### src/rtl/ecl_pkg.sv
// Shared types, codes and helper functions of the expert cache replacement unit.
`timescale 1ns / 1ps
`default_nettype none
package ecl_pkg;

	localparam int NUM_EXPERTS = 64;

	localparam logic [1:0] KIND_ACT = 2'd0;
	localparam logic [1:0] KIND_SIZE = 2'd1;
	localparam logic [1:0] KIND_COUNT = 2'd2;
	localparam logic [1:0] KIND_REQ = 2'd3;

	localparam logic [1:0] CFG_ENABLE = 2'd0;
	localparam logic [1:0] CFG_CAPACITY = 2'd1;
	localparam logic [1:0] CFG_LAYERS = 2'd2;

	typedef struct packed {
		logic [1:0]  kind;
		logic [5:0]  layer;
		logic [5:0]  expert;
		logic [31:0] value;
		logic [63:0] active_mask;
	} item_t;

	typedef struct packed {
		logic [6:0]  hits;
		logic [6:0]  misses;
		logic [6:0]  evictions;
		logic [37:0] bytes_added;
		logic [6:0]  resident_count;
		logic [31:0] hit_total;
		logic [31:0] miss_total;
		logic [47:0] bytes_total;
	} result_t;

	typedef struct packed {
		logic clr;
		logic load;
		logic rd;
		logic cap;
		logic cnt;
		logic scan_next;
		logic hit;
		logic sz_rd;
		logic srch_init;
		logic srch;
		logic evict;
		logic add;
		logic wr;
		logic out_load;
	} cmd_t;

	typedef struct packed {
		logic clr_last;
		logic cnt_last;
		logic req_en;
		logic e_end;
		logic e_act;
		logic e_res;
		logic occ_full;
		logic srch_done;
		logic out_free;
	} stat_t;

	function automatic logic [3:0] popcnt8(input logic [7:0] v);
		logic [3:0] c;
		c = '0;
		for (int i = 0; i < 8; i++) begin
			c = c + {3'd0, v[i]};
		end
		return c;
	endfunction

	function automatic logic [63:0] below(input logic [6:0] n);
		logic [63:0] m;
		for (int i = 0; i < NUM_EXPERTS; i++) begin
			m[i] = 7'(i) < n;
		end
		return m;
	endfunction

endpackage
`default_nettype wire

### src/rtl/ecl_ctrl.sv
// Sequencer of the replacement unit: clearing pass, row count, expert scan, victim search.
`timescale 1ns / 1ps
`default_nettype none
module ecl_ctrl (
	input  wire logic          clk,
	input  wire logic          arst_n,
	input  wire logic          item_valid,
	output logic               item_ready,
	input  wire ecl_pkg::stat_t stat,
	output ecl_pkg::cmd_t      cmd
);

	typedef enum logic [3:0] {
		S_CLR, S_IDLE, S_RD, S_CAP, S_CNT, S_SCAN, S_SRCH, S_ADD, S_WR, S_OUT
	} state_t;

	state_t state_q, state_d;

	always_ff @(posedge clk or negedge arst_n) begin
		if (!arst_n) begin
			state_q <= S_CLR;
		end else begin
			state_q <= state_d;
		end
	end

	always_comb begin
		cmd = '0;
		state_d = state_q;
		item_ready = 1'b0;
		case (state_q)
			S_CLR: begin
				cmd.clr = 1'b1;
				if (stat.clr_last) state_d = S_IDLE;
			end
			S_IDLE: begin
				item_ready = 1'b1;
				if (item_valid) begin
					cmd.load = 1'b1;
					state_d = S_RD;
				end
			end
			S_RD: begin
				cmd.rd = 1'b1;
				state_d = S_CAP;
			end
			S_CAP: begin
				cmd.cap = 1'b1;
				state_d = S_CNT;
			end
			S_CNT: begin
				cmd.cnt = 1'b1;
				if (stat.cnt_last) state_d = stat.req_en ? S_SCAN : S_WR;
			end
			S_SCAN: begin
				if (stat.e_end) begin
					state_d = S_WR;
				end else if (!stat.e_act) begin
					cmd.scan_next = 1'b1;
				end else if (stat.e_res) begin
					cmd.scan_next = 1'b1;
					cmd.hit = 1'b1;
				end else begin
					cmd.sz_rd = 1'b1;
					cmd.srch_init = 1'b1;
					state_d = stat.occ_full ? S_SRCH : S_ADD;
				end
			end
			S_SRCH: begin
				cmd.srch = 1'b1;
				if (stat.srch_done) begin
					cmd.evict = 1'b1;
					state_d = S_ADD;
				end
			end
			S_ADD: begin
				cmd.add = 1'b1;
				state_d = S_SCAN;
			end
			S_WR: begin
				cmd.wr = 1'b1;
				state_d = S_OUT;
			end
			S_OUT: begin
				if (stat.out_free) begin
					cmd.out_load = 1'b1;
					state_d = S_IDLE;
				end
			end
			default: state_d = S_CLR;
		endcase
	end

endmodule
`default_nettype wire

### config.mk
export PLATFORM = sky130hd
export DESIGN_NAME = ecl_ctrl
export DESIGN_NICKNAME = d
export VERILOG_FILES = /design/src/rtl/ecl_pkg.sv /design/src/rtl/ecl_ctrl.sv
export SDC_FILE = /design/constraint.sdc
export NUM_CORES = 1
export LEC_CHECK = 0
export BUFFER_PORTS_ARGS = -buffer_cell sky130_fd_sc_hd__buf_2
export CAP_MARGIN = 20
export CORE_AREA = 2 2 39 41
export DETAILED_ROUTE_END_ITERATION = 16
export DIE_AREA = 0 0 41 43
export PLACE_DENSITY = 0.68
export RECOVER_POWER = 50
export SLEW_MARGIN = 20
export SYNTH_ARGS = -nofsm -noshare
export SYNTH_HDL_FRONTEND = slang
export SYNTH_SLANG_ARGS = --single-unit
export TNS_END_PERCENT = 100
### constraint.sdc
create_clock -name clk -period 4.45 [get_ports clk]
set_input_delay 0.445 -clock clk [delete_from_list [all_inputs] [get_ports clk]]
set_output_delay 0.445 -clock clk [all_outputs]
set_load 0.005 [all_outputs]
Word level (Yosys, flattened, before mapping)
Cells that the tools add are included.
W data, S select, Z words.
{"block": "op_classes", "addsub": 0, "n_mul": 0, "div_mod_pow": 0, "magnitude_cmp": 0, "eq_ne": 16, "n_shift": 0, "n_mux": 30, "bitwise_logic": 0, "reduce_logical": 2}
{"op": "$mux W4", "count": 11}
{"op": "$pmux W4 S10", "count": 1}
{"op": "$eq A4 B3 Y1 const B", "count": 4}
{"op": "$mux W1", "count": 14}
{"op": "$ne A2 B2 Y1 const B", "count": 5}
{"op": "$eq A4 B2 Y1 const B", "count": 2}
{"op": "$eq A4 B4 Y1 const B", "count": 2}
{"op": "$reduce_and A7 Y1", "count": 1}
{"op": "$mux W2", "count": 3}
{"op": "$ne A3 B3 Y1 const B", "count": 2}
{"op": "$eq A4 B1 Y1 const B", "count": 1}
{"op": "$logic_not A4 Y1", "count": 1}
{"op": "$mux W3", "count": 1}
{"block": "word_totals", "regBits": 4, "latch_bits": 0, "ramBits": 0, "romBits": 0, "output_inout_bits": 15, "memories": 0}

Longest topological paths before layout
Gate-level depths: netlist of the first run.
{"block": "logic_depth", "depth_word": 5, "depth_mapped": 6, "mapped_depth_nobuf": 4}

Worst setup path after synthesis of the first run
OpenSTA, ideal clock, no wires.
{"block": "synth_path", "kind": "flip-flop to output port", "startpoint": "reg state_q[3]", "endpoint": "out cmd[6] (netlist name)", "arrival_time_ns": 1.216, "setup_slack_ns": 2.789, "stages_incl_launch_ff": 7, "path_buffers": 2, "cell_sequence": "dfrtp_1 buf_6 nand2b_1 nor3_1 nand2_1 inv_1 buf_4"}
{"item": "start, declared", "line_no": "ecl_ctrl.sv:17", "text": "state_t state_q, state_d;"}
{"item": "start signal, assigned", "line_no": "ecl_ctrl.sv:23", "text": "state_q <= state_d;"}
{"item": "end, declared", "line_no": "ecl_ctrl.sv:10", "text": "output ecl_pkg::cmd_t cmd"}

==> out/results.txt, run 1 <==
outcome: finished, final reports clean
multi-input combinational cell area: 332.8 µm²
setup slack after layout: 2186 ps
number of remaining DRC errors: 0
largest driver fanout on the critical path: 22
setup repair after global routing missed its margin: no
number of antenna cells inserted: 0
source-to-sink clock delay at the later pin of the worst-skew pair: 240 ps
maximum number of buffers from clock root to sink: 2
initial antenna violation count: 0
number of flip-flops in the largest register: 4
Reg area: 100.1 µm²
wire per inst: 12.33 µm
pins over their slew limit: 0
IO Pins: 27
via count: 563
number of sinks driven by the clock tree: 4
worst voltage drop across the vdd grid: 242.2 µV
via count of the first global-routing pass: 479
final clock skew: 7.717 ps
Top Family by Delay on Critical Path: simple AND/OR/NAND/NOR gates
PortBufs: 26
final cycle utilization of the critical path: 50.87%
initial detailed-routing violation count: 13
Synth warnings: 0
total global-route track usage: 16.43%
routed vias/inst: 5.413
Worst Path Required: 4010 ps
cell with the largest stage delay on the worst path: dfrtp_1
synth unique cells: 29
CP cell instances: nand2b_1, nor3_1, nand2_1, inv_1, buf_2
worst slew margin relative to its limit: 63.51%
post-synthesis net count: 77
wire length of the first global-routing pass: 1966 µm
layout cell share with drive strength beyond 1: 28.41%
pre-CTS setup slack: 2440 ps
Finish-stage setup viols: 0
Std-Cell Rows: 14
CP Buf/Inv Count: 2
Area Growth Syn to Fin: 27.06%
proportion of synthesized chip area in sequential cells: 20.62%
Critical Setup Path Class: flip-flop to output port
MaxCap Viol Count: 0
number of buffers created by CTS: 3
core footprint: 0.001384 mm²
total number of H-tree levels: 1
Arrival @ worst endpoint: 1820 ps
total iterations of the first detailed-routing run: 3
routed wire length: 1282 µm
pin count of the biggest net entering global routing: 23
leftover overflow at the end of global routing: 0
stage delay of the slowest cell on the critical path: 680 ps
post-synthesis sequential element count: 4
quantity of gates resized following cts: 0
type of destination of the critical path: output port
overall die height: 43 µm
Die X-Extent: 41 µm
Clock Root Buffer: clkbuf_4
Post-DP HPWL: 951.4 µm
fill cell count: 149
Least-Margin Pin Slew: 547.3 ps
final number of hold-violating endpoints: 0
Setup Total Neg Slack: 0 ps
Avg Synthesized Cell Area: 7.469 µm²
cell area after synthesis: 485.5 µm²
layout net count: 102
Max Clk Rate: 441.8 MHz
Final min period: 2264 ps
count of mapped cells out of synthesis: 65
register with the most flip-flops: state_q
Top Registers: state_q (4)
clock input transition at the sequential cells of the worst setup and hold paths: 40 ps
count of antenna-violating nets left after detailed routing: 0
weighted congestion at the end of routability-driven global placement: 0.8437
areal power density over the cells: 496.2 mW/mm²
leakage power: 0.2851 nW
CTS tree: yes
full die area: 0.001763 mm²
worst hold path class: primary input to async pin
Worst setup SP type: flip-flop
Initial Util: 35.08%
-- report_power, final --
group	internal [W]	switching (W)	leakage, nW
clock	0.0000301	0.0000146	0.0138
sequential	0.0000500	0.0000546	0.0511
combinational	0.0000818	0.0000750	0.220
total	0.000162	0.000144	0.285
-- kinds of logic after synthesis --
logic type,Yosys count,share of synthesized area [%]
AND/OR/NAND/NOR,38,47.94
AO/OA/AOI/OAI,11,14.43
buffers and inverters,9,10.05
flip-flops,4,20.62
multiplexers,3,6.958
-- cell type report --
class / count / share of cell area, %
timing repair buffer: 27 / 21.70
clock buffer: 3 / 3.651
tap: 16 / 3.245
inverter: 2 / 1.217
multi-input combinational: 52 / 53.96
sequential: 4 / 16.23
-- layout by cell type, fill, tap and decap left out --
cell type | Yosys | layout
a211oi_1 | 1 | 1
a21oi_1 | 2 | 3
a22o_1 | 1 | 1
a31oi_1 | 2 | 2
and2_1 | 2 | 2
and3_1 | 1 | 1
buf_2 | 0 | 19
clkbuf_1 | 4 | 5
clkbuf_2 | 0 | 2
clkbuf_4 | 0 | 3
dfrtp_1 | 4 | 4
dlygate4sd3_1 | 0 | 1
inv_1 | 2 | 2
mux2_1 | 3 | 3
nand2_1 | 4 | 4
nand2b_1 | 3 | 3
nand3b_1 | 1 | 1
nand4b_1 | 1 | 1
nor2_1 | 3 | 3
nor2b_1 | 4 | 4
nor3_1 | 8 | 8
nor3b_1 | 2 | 2
nor4_1 | 4 | 4
nor4b_1 | 1 | 1
o21ai_0 | 3 | 3
o21bai_1 | 1 | 1
or3_1 | 1 | 1
or4_1 | 1 | 1
or4b_4 | 1 | 1
or4bb_1 | 1 | 1
-- timing repair --
| item | 4_1_cts | 5_1_grt |
|---|---|---|
| hold buffers | 1 | 0 |
| hold endpoints to repair | 2 | 0 |
| setup buffers | 0 | 0 |
-- layer usage --
metal  vias up  share of wire [%]  track usage [%]
met4         0                  0            7.333
met5         -                  0                0
met2        19                 46            23.44
met3         0                5.3            4.712
li1        289                  -                -
met1       255                 49            22.15
-- per-stage QoR --
stage	util, %	hold slack (ps)	total power [W]	cell area, µm²	cells
2_1_floorplan	-	149.4	0.0002166	485.5	65
3_3_place_gp	42.95	251.1	0.0002595	594.3	100
3_5_place_dp	42.95	254.6	0.0002638	594.3	100
4_1_cts	45.30	532.5	0.0003137	626.9	104
5_1_grt	44.57	588.8	0.0003360	616.8	104
6_report	44.57	568.3	0.0003061	616.8	104
-- worst paths after layout --
kind | start | endpoint | slack (ps) | cells after the start
max | state_q[2] | cmd[6] | 2190 | 5
min | arst_n | state_q[3] | 570 | 2
max reg2reg | state_q[2] | state_q[0] | 2400 | 4
min reg2reg | state_q[3] | state_q[1] | 800 | 1
max in group asynchronous | arst_n | state_q[1] | 3690 | 2
min in group clk | stat[3] | state_q[1] | 580 | 4
-- synth_stat cells (all sizes together) --
library cell | n | share of area, %
a211oi | 1 | 1.5
a21oi | 3 | 3.9
a22o | 1 | 1.8
a31oi | 2 | 2.6
and2 | 2 | 2.6
and3 | 1 | 1.3
buf | 3 | 5.4
clkbuf | 4 | 3.1
dfrtp | 4 | 21
inv | 2 | 1.5
mux2 | 3 | 7.0
nand2 | 4 | 3.1
nand2b | 3 | 3.9
nand3b | 1 | 1.5
nand4b | 1 | 1.8
nor2 | 3 | 2.3
nor2b | 4 | 5.2
nor3 | 8 | 8.2
nor3b | 2 | 3.1
nor4 | 4 | 5.2
nor4b | 1 | 1.8
o21ai | 3 | 3.1
o21bai | 1 | 1.5
or3 | 1 | 1.3
or4 | 1 | 1.5
or4b | 1 | 2.8
or4bb | 1 | 2.3
Power figures use the tool's default switching activity.
==> run 2, diff against run 1 <==
--- a/config.mk
+++ b/config.mk
@@ -10,7 +10,7 @@
 export CORE_AREA = 2 2 39 41
 export DETAILED_ROUTE_END_ITERATION = 16
 export DIE_AREA = 0 0 41 43
-export PLACE_DENSITY = 0.68
+export PLACE_DENSITY = 0.7
 export RECOVER_POWER = 50
 export SLEW_MARGIN = 20
 export SYNTH_ARGS = -nofsm -noshare
==> constraint.sdc (replaced) <==
create_clock -name clk -period 1.83 [get_ports clk]
set_input_delay 0.183 -clock clk [delete_from_list [all_inputs] [get_ports clk]]
set_output_delay 0.183 -clock clk [all_outputs]
set_load 0.005 [all_outputs]
==> run 2 against run 1 <==
Die area unchanged. Routed wire length up 12%. Combinational power rose to 3.6 times the previous value. Non-clock buffer count up 8. Via count up 8.3%. Core utilization up 5.2 points. Critical path type is now flip-flop to flip-flop. Sequential cell count unchanged.
==> out/results.txt, run 2 (synthesized netlist as in run 1, its figures left out) <==
final number of hold-violating endpoints: 0 (unchanged)
total global-route track usage: 18.16% (+1.7 points)
number of remaining DRC errors: 0 (unchanged)
initial detailed-routing violation count: 19 (+6)
Die X-Extent: 41 µm (unchanged)
initial antenna violation count: 0 (unchanged)
MaxCap Viol Count: 0 (unchanged)
number of buffers created by CTS: 3 (unchanged)
Initial Util: 35.08% (unchanged)
Worst Path Required: 1940 ps (-2070 ps)
pin count of the biggest net entering global routing: 15 (-35%)
layout net count: 110 (+7.8%)
area post-placement: 654.4 µm² (+10%)
type of destination of the critical path: flip-flop
Arrival @ worst endpoint: 1870 ps (+50 ps)
total number of H-tree levels: 1 (unchanged)
PortBufs: 26 (unchanged)
final cycle utilization of the critical path: 96.23%
pre-CTS setup slack: 82.03 ps (-2358 ps)
worst hold path class: primary input to async pin
total internal power: 0.0004708 W (+190%)
final clock skew: 7.672 ps (-0.04415 ps)
layout cell share with drive strength beyond 1: 40.63% (+12 points)
Top Family by Delay on Critical Path: simple AND/OR/NAND/NOR gates
Sequential Power Share: 20.7% (-14 points)
Max Clk Rate: 567.9 MHz
leftover overflow at the end of global routing: 0 (unchanged)
routed vias/inst: 5.446 (+0.61%)
worst voltage drop across the vdd grid: 647.6 µV (+170%)
Critical Setup Path Class: flip-flop to flip-flop
CP cell instances: or4b_4, a21oi_2, nor3_1, mux2_1
wire per inst: 12.87 µm (+4.4%)
Area Growth Syn to Fin: 41.75%
number of sinks driven by the clock tree: 4 (unchanged)
P_sw: 0.0003796 W (+160%)
via count of the first global-routing pass: 532 (+11%)
wire length of the first global-routing pass: 2221 µm (+13%)
cell with the largest stage delay on the worst path: or4b_4
overall power consumption: 0.0008504 W (+180%)
Finish-stage setup viols: 0 (unchanged)
setup slack on the worst flop-to-flop path: 70 ps (-2330 ps)
Least-Margin Pin Slew: 313.5 ps (-233.8 ps)
final instance area: 688.2 µm² (+12%)
overall die height: 43 µm (unchanged)
number of antenna cells inserted: 0 (unchanged)
maximum number of buffers from clock root to sink: 2 (unchanged)
commonest cells after routing, fill and taps aside: buf_2, nor3_1, buf_4
CTS tree: yes
routed wire length: 1441 µm (+12%)
most frequent standard cell in the layout excluding fill and tap cells: buf_2
total iterations of the first detailed-routing run: 4 (+1)
Clock Root Buffer: clkbuf_4
Switching Share: 44.64% (-2.5 points)
setup slack after layout: 69.02 ps (-2117 ps)
source-to-sink clock delay at the later pin of the worst-skew pair: 240 ps (about the same)
worst slew margin relative to its limit: 78.94% (+15 points)
count of antenna-violating nets left after detailed routing: 0 (unchanged)
number of cells in the design after placement: 108 (+8.0%)
via count: 610 (+8.3%)
setup repair after global routing missed its margin: no
count of placed standard cells in the final layout, fillers left out: 112 (+7.7%)
weighted congestion at the end of routability-driven global placement: 0.8332 (-1.2%)
Top Registers: state_q (4)
number of flip-flops in the largest register: 4 (unchanged)
IO Pins: 27 (unchanged)
register with the most flip-flops: state_q
Post-DP HPWL: 1080 µm (+14%)
clock network fraction of total power: 13.0% (-1.6 points)
core footprint: 0.001384 mm² (unchanged)
full die area: 0.001763 mm² (unchanged)
Setup Total Neg Slack: 0 ps (unchanged)
leakage power: 0.3374 nW (+18%)
areal power density over the cells: 1236 mW/mm² (+150%)
Std-Cell Rows: 14 (unchanged)
largest driver fanout on the critical path: 7 (-68%)
outcome: finished, final reports clean
part of the total power dissipated in combinational logic: 66.3% (+15 points)
stage delay of the slowest cell on the critical path: 570 ps (-110 ps)
pins over their slew limit: 0 (unchanged)
clock input transition at the sequential cells of the worst setup and hold paths: 40 ps (about the same)
Final min period: 1761 ps
Worst setup SP type: flip-flop
CP Buf/Inv Count: 0 (-2)
[run 2: path summary, 6_finish.rpt]
check / start / endpoint / depth (start not counted)
max reg2reg: state_q[0] / state_q[0] / 4
min reg2reg: state_q[2] / state_q[2] / 1
max: state_q[0] / state_q[0] / 4
min: arst_n / state_q[2] / 2
min in group clk: stat[3] / state_q[1] / 4
max in group asynchronous: arst_n / state_q[3] / 2
[run 2: final cells by class]
class | count | area [µm²]
fill | 130 | 695.7
multi-input combinational | 52 | 341.6
timing repair buffer | 35 | 195.2
sequential | 4 | 101.3
clock buffer | 3 | 22.52
tap | 16 | 20.02
inverter | 2 | 7.507
[run 2: routing by layer]
| layer | up-vias | GRT usage, % | part of all wire (%) |
|---|---|---|---|
| met4 | 0 | 2.000 | 0 |
| li1 | 302 | - | - |
| met1 | 275 | 25.82 | 46 |
| met3 | 0 | 6.283 | 8.3 |
| met2 | 33 | 26.88 | 46 |
| met5 | - | 0 | 0 |
[run 2: power groups by stage]
| stage | Sequential [W] | Combinational, W | Clock, W |
|---|---|---|---|
| 2_1_floorplan | 0.000151 | 0.000376 | 0 |
| 3_3_place_gp | 0.000168 | 0.000552 | 0 |
| 3_5_place_dp | 0.000174 | 0.000562 | 0 |
| 4_1_cts | 0.000174 | 0.000570 | 0.000120 |
| 5_1_grt | 0.000181 | 0.000630 | 0.000126 |
| 6_report | 0.000176 | 0.000564 | 0.000110 |
[run 2: timing repair]
item | CTS | global route
resized for setup | 1 | 1
hold endpoints to repair | 4 | 0
hold buffers | 1 | 0
buffers inserted | 0 | 0
endpoints found under the setup margin | 3 | 3
[run 2: stage by stage]
step | util (%) | hold WS, ps
final | 49.73 | 300.0
after global routing | 49.73 | 300.6
after CTS | 50.00 | 264.1
after detailed placement | 47.29 | -7.739
after global placement | 47.29 | -10.27
after floorplan | - | -112.6
